File: src/rtl/lts_pkg.sv
// Shared types, constants and helpers for the tile line stepper.
package lts_pkg;

	localparam int COORD_W         = 6;
	localparam int ERR_W           = COORD_W + 2;
	localparam int MAP_TILES_DEF   = 64;
	localparam int QUEUE_DEPTH_DEF = 2;

	typedef logic [COORD_W-1:0] coord_t;
	typedef logic [COORD_W:0]   delta2_t;

	// One line, already normalized so that rows never decrease.
	typedef struct packed {
		coord_t  x;
		coord_t  y;
		delta2_t dx2;
		delta2_t dy2;
		logic    x_neg;
		logic    y_major;
		coord_t  major;
	} cmd_t;

	function automatic coord_t clamp_coord(input coord_t v, input coord_t lim);
		return (v > lim) ? lim : v;
	endfunction

endpackage

File: src/rtl/lts_front.sv
// Front end: accepts line requests, clamps and orders the endpoints, classifies the line.
module lts_front #(
	parameter int MAP_TILES = lts_pkg::MAP_TILES_DEF
) (
	input  logic            in_valid,
	output logic            in_ready,
	input  lts_pkg::coord_t start_x,
	input  lts_pkg::coord_t start_y,
	input  lts_pkg::coord_t end_x,
	input  lts_pkg::coord_t end_y,
	input  logic            q_full,
	output logic            push,
	output lts_pkg::cmd_t   cmd
);

	localparam lts_pkg::coord_t LIM = lts_pkg::coord_t'(MAP_TILES - 1);

	lts_pkg::coord_t x1, y1, x2, y2, sx, sy, ex, ey, adx, ady;
	logic            x_neg, zero_len;

	always_comb begin
		sx = lts_pkg::clamp_coord(start_x, LIM);
		sy = lts_pkg::clamp_coord(start_y, LIM);
		ex = lts_pkg::clamp_coord(end_x, LIM);
		ey = lts_pkg::clamp_coord(end_y, LIM);
		// Upward lines are drawn from the lower row.
		if (sy > ey) begin
			x1 = ex;
			y1 = ey;
			x2 = sx;
			y2 = sy;
		end else begin
			x1 = sx;
			y1 = sy;
			x2 = ex;
			y2 = ey;
		end
		x_neg    = x2 < x1;
		adx      = x_neg ? (x1 - x2) : (x2 - x1);
		ady      = y2 - y1;
		zero_len = (adx == '0) && (ady == '0);

		// Horizontal, vertical and diagonal lines fall out of the same error
		// stepper: a zero minor delta never steps the minor axis, and equal
		// deltas step it every time.
		cmd.x       = x1;
		cmd.y       = y1;
		cmd.dx2     = {adx, 1'b0};
		cmd.dy2     = {ady, 1'b0};
		cmd.x_neg   = x_neg;
		cmd.y_major = adx < ady;
		cmd.major   = (adx < ady) ? ady : adx;
	end

	assign in_ready = !q_full;
	// A line with equal endpoints is taken and dropped.
	assign push     = in_valid && !q_full && !zero_len;

endmodule

File: src/rtl/lts_fifo.sv
// Short command queue between the front end and the stepper.
module lts_fifo #(
	parameter int DEPTH = lts_pkg::QUEUE_DEPTH_DEF
) (
	input  logic          clk,
	input  logic          arst_n,
	input  logic          push,
	input  lts_pkg::cmd_t wdata,
	output logic          full,
	input  logic          pop,
	output logic          deq_valid,
	output lts_pkg::cmd_t rdata
);

	localparam int PTR_W = $clog2(DEPTH);
	localparam int CNT_W = $clog2(DEPTH + 1);

	lts_pkg::cmd_t    mem_q [DEPTH];
	logic [PTR_W-1:0] wr_ptr_q, rd_ptr_q;
	logic [CNT_W-1:0] count_q;

	assign full      = count_q == CNT_W'(DEPTH);
	assign deq_valid = count_q != '0;
	assign rdata     = mem_q[rd_ptr_q];

	always_ff @(posedge clk) begin
		if (push) begin
			mem_q[wr_ptr_q] <= wdata;
		end
	end

	always_ff @(posedge clk or negedge arst_n) begin
		if (!arst_n) begin
			wr_ptr_q <= '0;
			rd_ptr_q <= '0;
			count_q  <= '0;
		end else begin
			if (push) begin
				wr_ptr_q <= (wr_ptr_q == PTR_W'(DEPTH - 1)) ? '0 : wr_ptr_q + 1'b1;
			end
			if (pop) begin
				rd_ptr_q <= (rd_ptr_q == PTR_W'(DEPTH - 1)) ? '0 : rd_ptr_q + 1'b1;
			end
			case ({push, pop})
				2'b10:   count_q <= count_q + 1'b1;
				2'b01:   count_q <= count_q - 1'b1;
				default: count_q <= count_q;
			endcase
		end
	end

	a_no_overflow: assert property (@(posedge clk) disable iff (!arst_n)
		push |-> !full || pop)
		else $error("queue written while full");

	a_no_underflow: assert property (@(posedge clk) disable iff (!arst_n)
		pop |-> deq_valid)
		else $error("queue read while empty");

	a_count_bound: assert property (@(posedge clk) disable iff (!arst_n)
		count_q <= CNT_W'(DEPTH))
		else $error("queue count beyond depth");

endmodule

File: src/rtl/lts_back.sv
// Back end: error-term stepper that walks one line, one tile per cycle unless the output stalls.
module lts_back (
	input  logic            clk,
	input  logic            arst_n,
	input  logic            deq_valid,
	input  lts_pkg::cmd_t   cmd,
	output logic            pop,
	output logic            out_valid,
	input  logic            out_ready,
	output lts_pkg::coord_t tile_x,
	output lts_pkg::coord_t tile_y,
	output logic            last_tile
);

	localparam int ERR_W = lts_pkg::ERR_W;

	logic                    busy_q;
	lts_pkg::coord_t         x_q, y_q, remain_q;
	logic signed [ERR_W-1:0] err_q;
	lts_pkg::delta2_t        dx2_q, dy2_q;
	logic                    x_neg_q, y_major_q;

	logic                    out_valid_q, last_q;
	lts_pkg::coord_t         tile_x_q, tile_y_q;

	logic                    emit, last_now, minor_step, x_step, y_step;
	logic signed [ERR_W-1:0] minor2_s, major2_s, e_sub, e_next;
	lts_pkg::coord_t         nx, ny;

	assign emit     = busy_q && (!out_valid_q || out_ready);
	assign last_now = remain_q == '0;
	assign pop      = deq_valid && (!busy_q || (emit && last_now));

	always_comb begin
		minor2_s   = signed'(ERR_W'(y_major_q ? dx2_q : dy2_q));
		major2_s   = signed'(ERR_W'(y_major_q ? dy2_q : dx2_q));
		e_sub      = err_q - minor2_s;
		minor_step = e_sub[ERR_W-1];
		e_next     = minor_step ? (e_sub + major2_s) : e_sub;
		x_step     = y_major_q ? minor_step : 1'b1;
		y_step     = y_major_q ? 1'b1 : minor_step;
		nx         = x_step ? (x_neg_q ? (x_q - 1'b1) : (x_q + 1'b1)) : x_q;
		ny         = y_step ? (y_q + 1'b1) : y_q;
	end

	always_ff @(posedge clk) begin
		if (pop) begin
			x_q       <= cmd.x;
			y_q       <= cmd.y;
			err_q     <= signed'(ERR_W'(cmd.major) - ERR_W'(1));
			remain_q  <= cmd.major;
			dx2_q     <= cmd.dx2;
			dy2_q     <= cmd.dy2;
			x_neg_q   <= cmd.x_neg;
			y_major_q <= cmd.y_major;
		end else if (emit) begin
			x_q      <= nx;
			y_q      <= ny;
			err_q    <= e_next;
			remain_q <= remain_q - 1'b1;
		end
		if (emit) begin
			tile_x_q <= x_q;
			tile_y_q <= y_q;
			last_q   <= last_now;
		end
	end

	always_ff @(posedge clk or negedge arst_n) begin
		if (!arst_n) begin
			busy_q      <= 1'b0;
			out_valid_q <= 1'b0;
		end else begin
			if (pop) begin
				busy_q <= 1'b1;
			end else if (emit && last_now) begin
				busy_q <= 1'b0;
			end
			if (emit) begin
				out_valid_q <= 1'b1;
			end else if (out_ready) begin
				out_valid_q <= 1'b0;
			end
		end
	end

	assign out_valid = out_valid_q;
	assign tile_x    = tile_x_q;
	assign tile_y    = tile_y_q;
	assign last_tile = last_q;

	a_stay_busy: assert property (@(posedge clk) disable iff (!arst_n)
		emit && !last_now |=> busy_q)
		else $error("stepper stopped before the last tile");

	a_go_idle: assert property (@(posedge clk) disable iff (!arst_n)
		emit && last_now && !pop |=> !busy_q)
		else $error("stepper still busy after the last tile");

	a_no_pop_midline: assert property (@(posedge clk) disable iff (!arst_n)
		busy_q && !last_now |-> !pop)
		else $error("new line loaded in the middle of a line");

	a_last_flag: assert property (@(posedge clk) disable iff (!arst_n)
		emit |=> last_tile == $past(last_now))
		else $error("last tile flag does not match the remaining count");

endmodule

File: src/rtl/tile_line_stepper_unit.sv
// Top level of the tile line stepper: front end, command queue and stepper.
// An accepted request passes the command queue, the stepper registers and the output register.
// Throughput: one tile per cycle while the output is not stalled; a line whose longer delta is m
// yields m+1 tiles, at most MAP_TILES, set by the single stepper that walks the error term.
// A request with equal endpoints is accepted but produces no tile.
// Reset (arst_n low) empties the queue, idles the stepper and drops any pending tile.
module tile_line_stepper_unit #(
	parameter int MAP_TILES   = lts_pkg::MAP_TILES_DEF,
	parameter int QUEUE_DEPTH = lts_pkg::QUEUE_DEPTH_DEF
) (
	input  logic            clk,
	input  logic            arst_n,
	input  logic            in_valid,
	output logic            in_ready,
	input  lts_pkg::coord_t start_x,
	input  lts_pkg::coord_t start_y,
	input  lts_pkg::coord_t end_x,
	input  lts_pkg::coord_t end_y,
	output logic            out_valid,
	input  logic            out_ready,
	output lts_pkg::coord_t tile_x,
	output lts_pkg::coord_t tile_y,
	output logic            last_tile
);

	// The front end clamps the coordinates to the map, swaps the endpoints so
	// that rows never decrease, and reduces each request to a start tile, the
	// doubled deltas, the x direction and the major axis.
	logic          q_full, push, pop, deq_valid;
	lts_pkg::cmd_t wr_cmd, rd_cmd;

	lts_front #(
		.MAP_TILES(MAP_TILES)
	) u_front (
		.in_valid (in_valid),
		.in_ready (in_ready),
		.start_x  (start_x),
		.start_y  (start_y),
		.end_x    (end_x),
		.end_y    (end_y),
		.q_full   (q_full),
		.push     (push),
		.cmd      (wr_cmd)
	);

	// The queue lets the front end take new requests while the stepper is
	// still walking an earlier line or the output is stalled.
	lts_fifo #(
		.DEPTH(QUEUE_DEPTH)
	) u_fifo (
		.clk       (clk),
		.arst_n    (arst_n),
		.push      (push),
		.wdata     (wr_cmd),
		.full      (q_full),
		.pop       (pop),
		.deq_valid (deq_valid),
		.rdata     (rd_cmd)
	);

	// The stepper loads the next line in the same cycle that it hands out the
	// last tile of the current one, so consecutive lines leave no gap.
	lts_back u_back (
		.clk       (clk),
		.arst_n    (arst_n),
		.deq_valid (deq_valid),
		.cmd       (rd_cmd),
		.pop       (pop),
		.out_valid (out_valid),
		.out_ready (out_ready),
		.tile_x    (tile_x),
		.tile_y    (tile_y),
		.last_tile (last_tile)
	);

endmodule
File: config.mk
export PLATFORM = sky130hd
export DESIGN_NAME = tile_line_stepper_unit
export DESIGN_NICKNAME = d
export VERILOG_FILES = /design/src/rtl/lts_pkg.sv /design/src/rtl/lts_front.sv /design/src/rtl/lts_fifo.sv /design/src/rtl/lts_back.sv /design/src/rtl/tile_line_stepper_unit.sv
export SDC_FILE = /design/constraint.sdc
export NUM_CORES = 1
export LEC_CHECK = 0
export ABC_AREA = 1
export BUFFER_PORTS_ARGS = -buffer_cell sky130_fd_sc_hd__buf_2
export CAP_MARGIN = 20
export CORE_MARGIN = 2
export CORE_UTILIZATION = 55
export DETAILED_ROUTE_END_ITERATION = 6
export HOLD_SLACK_MARGIN = 0.06
export PLACE_DENSITY_LB_ADDON = 0.05
export SETUP_SLACK_MARGIN = 0.5
export SYNTH_ARGS = -nofsm -noshare
export SYNTH_HDL_FRONTEND = slang
export SYNTH_SLANG_ARGS = --single-unit
File: constraint.sdc
create_clock -name clk -period 3.8 [get_ports clk]
set_input_delay 1.14 -clock clk [delete_from_list [all_inputs] [get_ports clk]]
set_output_delay 1.14 -clock clk [all_outputs]
set_load 0.01 [all_outputs]
==> reports/metrics.yaml, run 1 <==
status: "complete, but fails checks"
violations: "setup timing"
design.die.area_mm2: 0.0135
dp_cells: 1014
grt_antenna_before_repair: 0
diodes: 0
critPathLaunch: "start_y[5]"
nets: 965
gp_congestion: 0.906
final_util_pct: 78.4
relSlewSlack_pct: 45.4
cpMaxStageDelayCell: "fa_2"
grt_usage_pct: 24.9
synth_top_family_by_area: "simple AND/OR/NAND/NOR gates"
cp_max_fo: 8
final_cell_count_no_fill: 1073
vdd_drop_max_mv: 0.472
io_pins: 43
startpoint_type: "input pin"
synth_area_leaders: "edfxtp_1 (50%), nand2_1 (11%), ha_1 (7.1%)"
synth_top_area_share_pct: 50.4
setup_viol: 81
maxSlewViolCount: 0
cts_max_path_buffers: 2
fin_ws_ps: -577
area.growth.synth_to_final_pct: 37.8
cts.clk_slew.worst_paths_ps: 60
ys_seq_area_share_pct: 52.5
ant_nets: 0
reg2reg_slack_ps: 590
dpl-instance-area_mm2: 0.00811
yosys.area_share.adder_pct: 8.50
yosysTopAreaCell: "edfxtp_1"
wire_per_inst_um: 15.6
ys_ff_latch: 122
setup_tns_ps: -41090
postSynthAreaPerCell_um2: 9.52
vias_per_cell: 5.21
regToRegEndpoint: "u_back.err_q[6]"
rsz0062_at_grt: "yes"
crit_required_ps: 4080
hold-worst-slack_ps: 453
rr_worst_depth: 16
power.density_mw_per_mm2: 874
synth_compound_area_share_pct: 8.54
grt_pass1_vias: 5473
die_w_um: 116
ys.flop_type: "edfxtp_1"
syn-cell-area_mm2: 0.00692
regArea_mm2: 0.00363
worstMarginPinSlew_ps: 812
grt_max_degree: 33
synth_xor_area_share_pct: 3.92
fin_skew_ps: 12.0
syn_nets: 799
synth_edf_count: 116
max_stage_delay_ps: 330
h-tree-depth: 4
start_util_pct: 56.9
hold_viol: 0
cp-end-kind: "register"
ys_types: 44
dr.pass1.iters: 5
cts_sinks: 122
max_freq_mhz: 228
drt_iter0_markers: 528
leakage_nw: 4.28
ys_async_sr_fraction_pct: 4.92
clock_latency_ps: 410
final_cell_mix: "nand2_1 (177), edfxtp_1 (116), buf_4 (96)"
hpwl_um: 11000
hp-class: "register to register"
cts_buffers: 17
num_vias: 5592
nFillCells: 763
drv_cap: 0
final_cell_area_mm2: 0.00953
synth.area.mux_share_pct: 0.723
root_buffer: "clkbuf_16"
die_h_um: 116
ys_warn_count: 0
cts_tree: "done"
grt_pass1_wl_um: 25400
core.rowCount: 40
synthSimpleGateAreaFrac_pct: 18.8
place_ws_ps: -1150
core_mm2: 0.0122
grt-ovfl-total: 0
drt_wl_total_um: 16800
drcViolationCount: 0
drive_gt1_share_pct: 35.5
multiInputGateArea_mm2: 0.00339
min_period_ps: 4380
path_class: "input pin to register"
timing.rr.start: "u_back.y_major_q"
port-buffer-count: 42
endpoint: "u_fifo.count_q[1]"
design_power_total_mw: 8.34
period_share_pct: 115
postSynthCellCount: 727
layout_commonest_cell: "nand2_1"
critPathArrivalTime_ps: 4660
worst max-delay path: cells and delay by family:
family	cells	cell delay, ps
adders and majority gates	4	1030
AOI/OAI and AO/OA	3	370
buffers and inverters	9	910
and+or+nand+nor	9	860
xor gates and xnor gates	2	330
sequential cells by signal, indices dropped and copies added (netlist names):
register	flops
u_back.busy_q	1
u_back.dx2_q	6
u_back.dy2_q	6
u_back.err_q	7
u_back.last_tile	1
u_back.out_valid	1
u_back.remain_q	6
u_back.tile_x	6
u_back.tile_y	6
u_back.x_neg_q	1
u_back.x_q	6
u_back.y_major_q	1
u_back.y_q	6
u_fifo.count_q	2
u_fifo.mem_q	64
u_fifo.rd_ptr_q	1
u_fifo.wr_ptr_q	1
Yosys cell counts (2+ instances only):
cell type / n
nor2_1: 36
a211oi_1: 2
and2_1: 3
mux2i_1: 5
clkbuf_1: 16
nand3_1: 26
xor2_1: 19
o21bai_1: 3
inv_2: 4
xnor2_1: 12
nand4_1: 5
nand3b_1: 4
nand2_1: 199
dfrtp_1: 6
or2_2: 9
edfxtp_1: 116
a21oi_1: 16
o211ai_1: 6
a21o_1: 3
buf_6: 2
a21boi_0: 3
o21ai_0: 47
inv_1: 99
o21ai_1: 3
fa_1: 5
buf_1: 3
a31oi_1: 10
nor3_1: 2
ha_1: 39
nand3_2: 4
nand2_2: 7
final cells by class:
class                   count  share of cell area [%]
repair buffers            166                    14.1
inverters                 103                    4.20
well taps                 168                    2.20
clock buffers              18                    4.50
clock inverters            13                    1.35
multi-input cells         483                    35.5
flip-flops and latches    122                    38.1
routing by layer:
metal,part of all wire [%],global-route usage [%],vias up
li1,-,-,2772
met1,43,30.4,2631
met2,50,43.7,148
met3,4.4,4.93,41
met4,2.7,9.68,0
met5,0,0,-
kinds of logic (layout without fill, tap and decap cells):
kind of cell             count (synthesis)  after routing
AND/OR/NAND/NOR                        300            302
buffers and inverters                  124            300
flip-flops                             122            122
AO/OA/AOI/OAI                          101            101
adder cells (fa/ha/maj)                 44             44
XOR/XNOR                                31             31
multiplexers                             5              5
power breakdown:
| part | switching (mW) | total, mW | internal [mW] |
|---|---|---|---|
| logic | 2.45 | 4.31 | 1.86 |
| registers | 0.205 | 2.51 | 2.30 |
| clock network | 0.564 | 1.52 | 0.953 |
worst min-delay path by stage:
stage	slack (ps)	start	end	depth (start not counted)
3_3_place_gp	440	u_back.y_q[3]	u_back.tile_y[3]	0
3_5_place_dp	440	u_back.y_q[3]	u_back.tile_y[3]	0
4_1_cts	450	u_back.y_q[3]	u_back.tile_y[3]	0
5_1_grt	460	u_back.x_q[4]	u_back.tile_x[4]	0
6_report	450	u_back.y_q[3]	u_back.tile_y[3]	0
2_1_floorplan	430	u_back.y_q[3]	u_back.tile_y[3]	0
timing repair:
item | 4_1_cts | 5_1_grt
gates resized for setup | 83 | 65
hold buffers | 0 | 0
endpoints found under the setup margin | 95 | 104
gates cloned | 2 | 3
pin swaps | 37 | 30
buffers inserted | 13 | 10
Note: power is estimated with default switching activity, not from simulation.
==> run 2: changes to the inputs <==
--- a/config.mk
+++ b/config.mk
@@ -14,6 +14,7 @@
 export HOLD_SLACK_MARGIN = 0.06
 export PLACE_DENSITY_LB_ADDON = 0.05
 export SETUP_SLACK_MARGIN = 0.5
+export SKIP_CTS_REPAIR_TIMING = 1
 export SYNTH_ARGS = -nofsm -noshare
 export SYNTH_HDL_FRONTEND = slang
 export SYNTH_SLANG_ARGS = --single-unit
==> reports/metrics.yaml, run 2 (synthesis gave the netlist of run 1 again) <==
path_class: "input pin to register"
ant_nets: 0  # unchanged
drive_gt1_share_pct: 36.1  # +0.63 points
cts_sinks: 122  # unchanged
gp_congestion: 0.906  # unchanged
worstMarginPinSlew_ps: 652  # -160 ps
hpwl_um: 11000  # unchanged
die_h_um: 116  # unchanged
core.rowCount: 40  # unchanged
layout_commonest_cell: "nand2_1"
diodes: 0  # unchanged
die_w_um: 116  # unchanged
leakage_nw: 4.24  # -1.0%
drt_iter0_markers: 482  # -8.7%
largest_register_ffs: 64  # unchanged
start_util_pct: 56.9  # unchanged
hold_viol: 0  # unchanged
setup_viol: 80  # -1.2%
reg_top3: "u_fifo.mem_q (64), u_back.err_q (7)"
root_buffer: "clkbuf_16"
cts_max_path_buffers: 2  # unchanged
grt_max_degree: 33  # unchanged
violations: "setup timing"
min_period_ps: 4310  # -71.8 ps
drt_wl_total_um: 16500  # -1.3%
cp_max_fo: 8  # unchanged
grt_antenna_before_repair: 0  # unchanged
startpoint_type: "input pin"
fin_ws_ps: -505  # +71.8 ps
drv_cap: 0  # unchanged
crit_required_ps: 3960  # -120 ps
area.growth.synth_to_final_pct: 37.2
final_util_pct: 78.1  # -0.34 points
cts_tree: "done"
worst_path_dominant_cell_family: "simple AND/OR/NAND/NOR gates"
cpMaxStageDelayCell: "fa_2"
final_cell_mix: "nand2_1 (176), edfxtp_1 (116), buf_4 (98)"
critPathArrivalTime_ps: 4470  # -190 ps
dpl-instance-area_mm2: 0.00811  # unchanged
cts.clk_slew.worst_paths_ps: 60  # about the same
nets: 963  # -0.21%
hp-class: "register to register"
port-buffer-count: 42  # unchanged
grt_pass1_vias: 5168  # -5.6%
h-tree-depth: 4  # unchanged
final_cell_area_mm2: 0.00949  # -0.43%
vias_per_cell: 5.23  # +0.37%
maxSlewViolCount: 0  # unchanged
rsz0062_at_grt: "yes"
largest-register: "u_fifo.mem_q"
fin_skew_ps: 6.46  # -5.56 ps
critical_path_buf_inv_count: 7  # -2
core_mm2: 0.0122  # unchanged
place_ws_ps: -1150  # unchanged
max_freq_mhz: 232  # +1.7%
design_power_total_mw: 8.24  # -1.1%
relSlewSlack_pct: 56.1  # +11 points
cp-end-kind: "register"
grt-ovfl-total: 0  # unchanged
vdd_drop_max_mv: 0.462  # -2.2%
max_stage_delay_ps: 370  # +40 ps
cts_buffers: 17  # unchanged
status: "complete, but fails checks"
design.die.area_mm2: 0.0135  # unchanged
power.density_mw_per_mm2: 868  # -0.68%
num_vias: 5602  # +0.18%
io_pins: 43  # unchanged
grt_usage_pct: 23.2  # -1.7 points
period_share_pct: 113  # -1.9 points
dr.pass1.iters: 5  # unchanged
grt_pass1_wl_um: 23800  # -6.6%
wire_per_inst_um: 15.4  # -1.2%
drcViolationCount: 0  # unchanged
clock_latency_ps: 410  # about the same
-- run 2: cell types whose count changed in the layout (fill, tap and decap cells not counted), sizes merged --
cell / change
clkbuf: -1
buf: -1
-- run 2: where the power goes --
group	switching [mW]	internal [mW]	leakage, nW
sequential	0.200	2.30	1.17
combinational	2.41	1.82	2.80
clock	0.556	0.952	0.271
-- run 2: layout make-up --
cell class / instances / area (um^2)
Clock buffer: 18 / 429
Fill cell: 778 / 2670
Sequential cell: 122 / 3630
Timing Repair Buffer: 164 / 1270
Inverter: 103 / 398
Clock inverter: 13 / 129
Tap cell: 168 / 210
Multi-Input combinational cell: 483 / 3420
-- run 2: metrics by stage --
stage	hold slack [ps]	TNS, ps	cells
after floorplan	426	-75060	727
final	453	-29930	1071
after CTS	452	-40860	1045
after detailed placement	439	-76790	1014
after global routing	465	-39910	1071
after global placement	440	-67490	1014
-- run 2: worst register-to-register path, stage by stage, from the launching register on --
cell and delay (ps):
edfxtp_1 480, buf_6 170, buf_4 130, o21ai_2 130
ha_2 190, inv_2 50, fa_2 440, xor2_4 190
ha_4 230, nand2_1 70, nor2_1 50, a211oi_2 290
nor2_1 120, o21ai_1 150, nand2_1 90, xor2_1 140
o21ai_1 110, o21ai_1 70
-- run 2: layer usage --
layer	vias to the layer above	GRT usage [%]	part of all wire, %
met4	0	8.02	2.4
met1	2633	29.0	42
met5	-	0	0
met3	37	4.77	5.0
li1	2760	-	-
met2	172	40.3	51
-- run 2: final timing paths --
check                                 start                 end  slack [ps]  cells after the start
setup / recovery                   end_y[2]  u_fifo.mem_q[1][2]        -510                     27
setup reg to reg           u_back.y_major_q     u_back.err_q[6]         460                     17
max in group asynchronous            arst_n   u_fifo.count_q[1]        3090                      1
min in group asynchronous            arst_n   u_fifo.count_q[0]         560                      1
hold reg to reg               u_back.y_q[3]    u_back.tile_y[3]         450                      0
hold / removal                u_back.y_q[3]    u_back.tile_y[3]         450                      0
==> run 3: changes to the inputs <==
==> constraint.sdc (replaced) <==
create_clock -name clk -period 3.8 [get_ports clk]
set_input_delay 0.19 -clock clk [delete_from_list [all_inputs] [get_ports clk]]
set_output_delay 0.19 -clock clk [all_outputs]
set_load 0.01 [all_outputs]
==> reports/metrics.yaml, run 3 (synthesis gave the netlist of run 1 again) <==
dr.pass1.iters: 5  # unchanged
hold-worst-slack_ps: 74.8  # -379 ps
cts_sinks: 122  # unchanged
maxSlewViolCount: 0  # unchanged
core.rowCount: 40  # unchanged
startpoint_type: "input pin"
worst_path_dominant_cell_family: "adder cells"
design.die.area_mm2: 0.0135  # unchanged
drv_cap: 0  # unchanged
leakage_nw: 3.95  # -6.8%
gp_congestion: 0.877  # -3.1%
hpwl_um: 10700  # -2.6%
grt_pass1_wl_um: 23000  # -3.4%
multiInputGateArea_mm2: 0.00331  # -3.3%
wire_per_inst_um: 15.3  # -1.0%
diodes: 0  # unchanged
cp_max_fo: 5  # -3
vdd_drop_max_mv: 0.516  # +12%
crit_required_ps: 4060  # +100 ps
final_cell_count_no_fill: 1014  # -5.3%
drive_gt1_share_pct: 29.7  # -6.4 points
largest_register_ffs: 64  # unchanged
final_cell_area_mm2: 0.00896  # -5.6%
nFillCells: 894  # +15%
setup_viol: 0  # -100%
h-tree-depth: 4  # unchanged
final_util_pct: 73.7  # -4.4 points
status: "complete, no violations"
area.growth.synth_to_final_pct: 29.5
ant_nets: 0  # unchanged
regArea_mm2: 0.00363  # unchanged
dpl-instance-area_mm2: 0.00771  # -4.9%
nets: 906  # -5.9%
grt_antenna_before_repair: 0  # unchanged
path_class: "input pin to register"
core_mm2: 0.0122  # unchanged
crit_path_frequent_cell: "nand2_4"
critical_path_buf_inv_count: 7  # unchanged
reg_top3: "u_fifo.mem_q (64), u_back.err_q (7)"
drt_wl_total_um: 15500  # -6.3%
dp_cells: 961  # -5.2%
layout_commonest_cell: "nand2_1"
clock_latency_ps: 410  # about the same
grt_max_degree: 42  # +27%
drcViolationCount: 0  # unchanged
relSlewSlack_pct: 59.1  # +3.0 points
max_stage_delay_ps: 380  # about the same
grt-ovfl-total: 0  # unchanged
port-buffer-count: 42  # unchanged
die_w_um: 116  # unchanged
min_period_ps: 3270  # -1030 ps
power.density_mw_per_mm2: 897  # +3.3%
fin_skew_ps: 9.95  # +3.49 ps
vias_per_cell: 5.21  # -0.39%
io_pins: 43  # unchanged
cts_max_path_buffers: 2  # unchanged
critPathArrivalTime_ps: 3530  # -940 ps
cts_tree: "done"
period_share_pct: 86.1  # -27 points
cp-end-kind: "register"
cts_buffers: 17  # unchanged
grt_usage_pct: 22.6  # -0.55 points
worstMarginPinSlew_ps: 607  # -44.7 ps
rsz0062_at_grt: "yes"
start_util_pct: 56.9  # unchanged
cpMaxStageDelayCell: "fa_2"
grt_pass1_vias: 4855  # -6.1%
final_cell_mix: "nand2_1 (178), edfxtp_1 (116), inv_1 (83)"
drt_iter0_markers: 356  # -26%
cts.clk_slew.worst_paths_ps: 50  # about the same
die_h_um: 116  # unchanged
num_vias: 5283  # -5.7%
root_buffer: "clkbuf_16"
max_freq_mhz: 306  # +32%
hp-class: "input pin to register"
hold_viol: 0  # unchanged
largest-register: "u_fifo.mem_q"
design_power_total_mw: 8.04  # -2.5%
-- run 3: changes by cell type in the layout (fill, tap and decap cells not counted), sizes merged --
cell / before / now
buf: 163 / 104
dlygate4sd3: 0 / 1
clkinv: 8 / 6
inv: 103 / 102
clkbuf: 19 / 23
-- run 3: cell type report --
cell class,instances,share of cell area (%)
Clock buffer,21,4.92
Clock inverter,10,1.15
Inverter,103,4.50
Multi-Input combinational cell,483,37.0
Sequential cell,122,40.6
Tap cell,168,2.35
Timing Repair Buffer,107,9.59
-- run 3: through the flow --
stage / TNS, ps / worst slack, ps
5_1_grt: 0 / 396
4_1_cts: 0 / 260
3_3_place_gp: -107 / -24.2
6_report: 0 / 527
3_5_place_dp: -1560 / -162
2_1_floorplan: -658 / -37.9
-- run 3: path summary, 6_finish.rpt --
check	start	endpoint	slack (ps)	cells after the start
min	out_ready	u_back.out_valid	70	4
max in group asynchronous	arst_n	u_fifo.count_q[0]	3510	2
min reg2reg	u_back.y_q[3]	u_back.tile_y[3]	450	0
min in group asynchronous	arst_n	u_back.busy_q	140	2
max reg2reg	u_back.y_major_q	u_back.err_q[5]	720	16
max	end_y[2]	u_fifo.mem_q[1][2]	530	26
-- run 3: metal layers --
metal	part of all wire [%]	vias up	global-route usage (%)	wire length, um
met5	0	-	0	0
met4	2.6	0	8.25	408
met3	4.6	38	5.03	706
met2	47	150	37.4	7310
met1	46	2458	29.7	7060
li1	-	2637	-	-
-- run 3: report_power, final --
group          switching (mW)  internal [mW]  leakage, nW
Sequential              0.208           2.30         1.17
Clock                   0.535          0.949        0.262
Combinational            2.37           1.68         2.52
-- run 3: worst min-delay path, stage by stage --
cell     delay [ps]
buf_2            80
inv_1            30
nand2_1          80
nand2_1          60
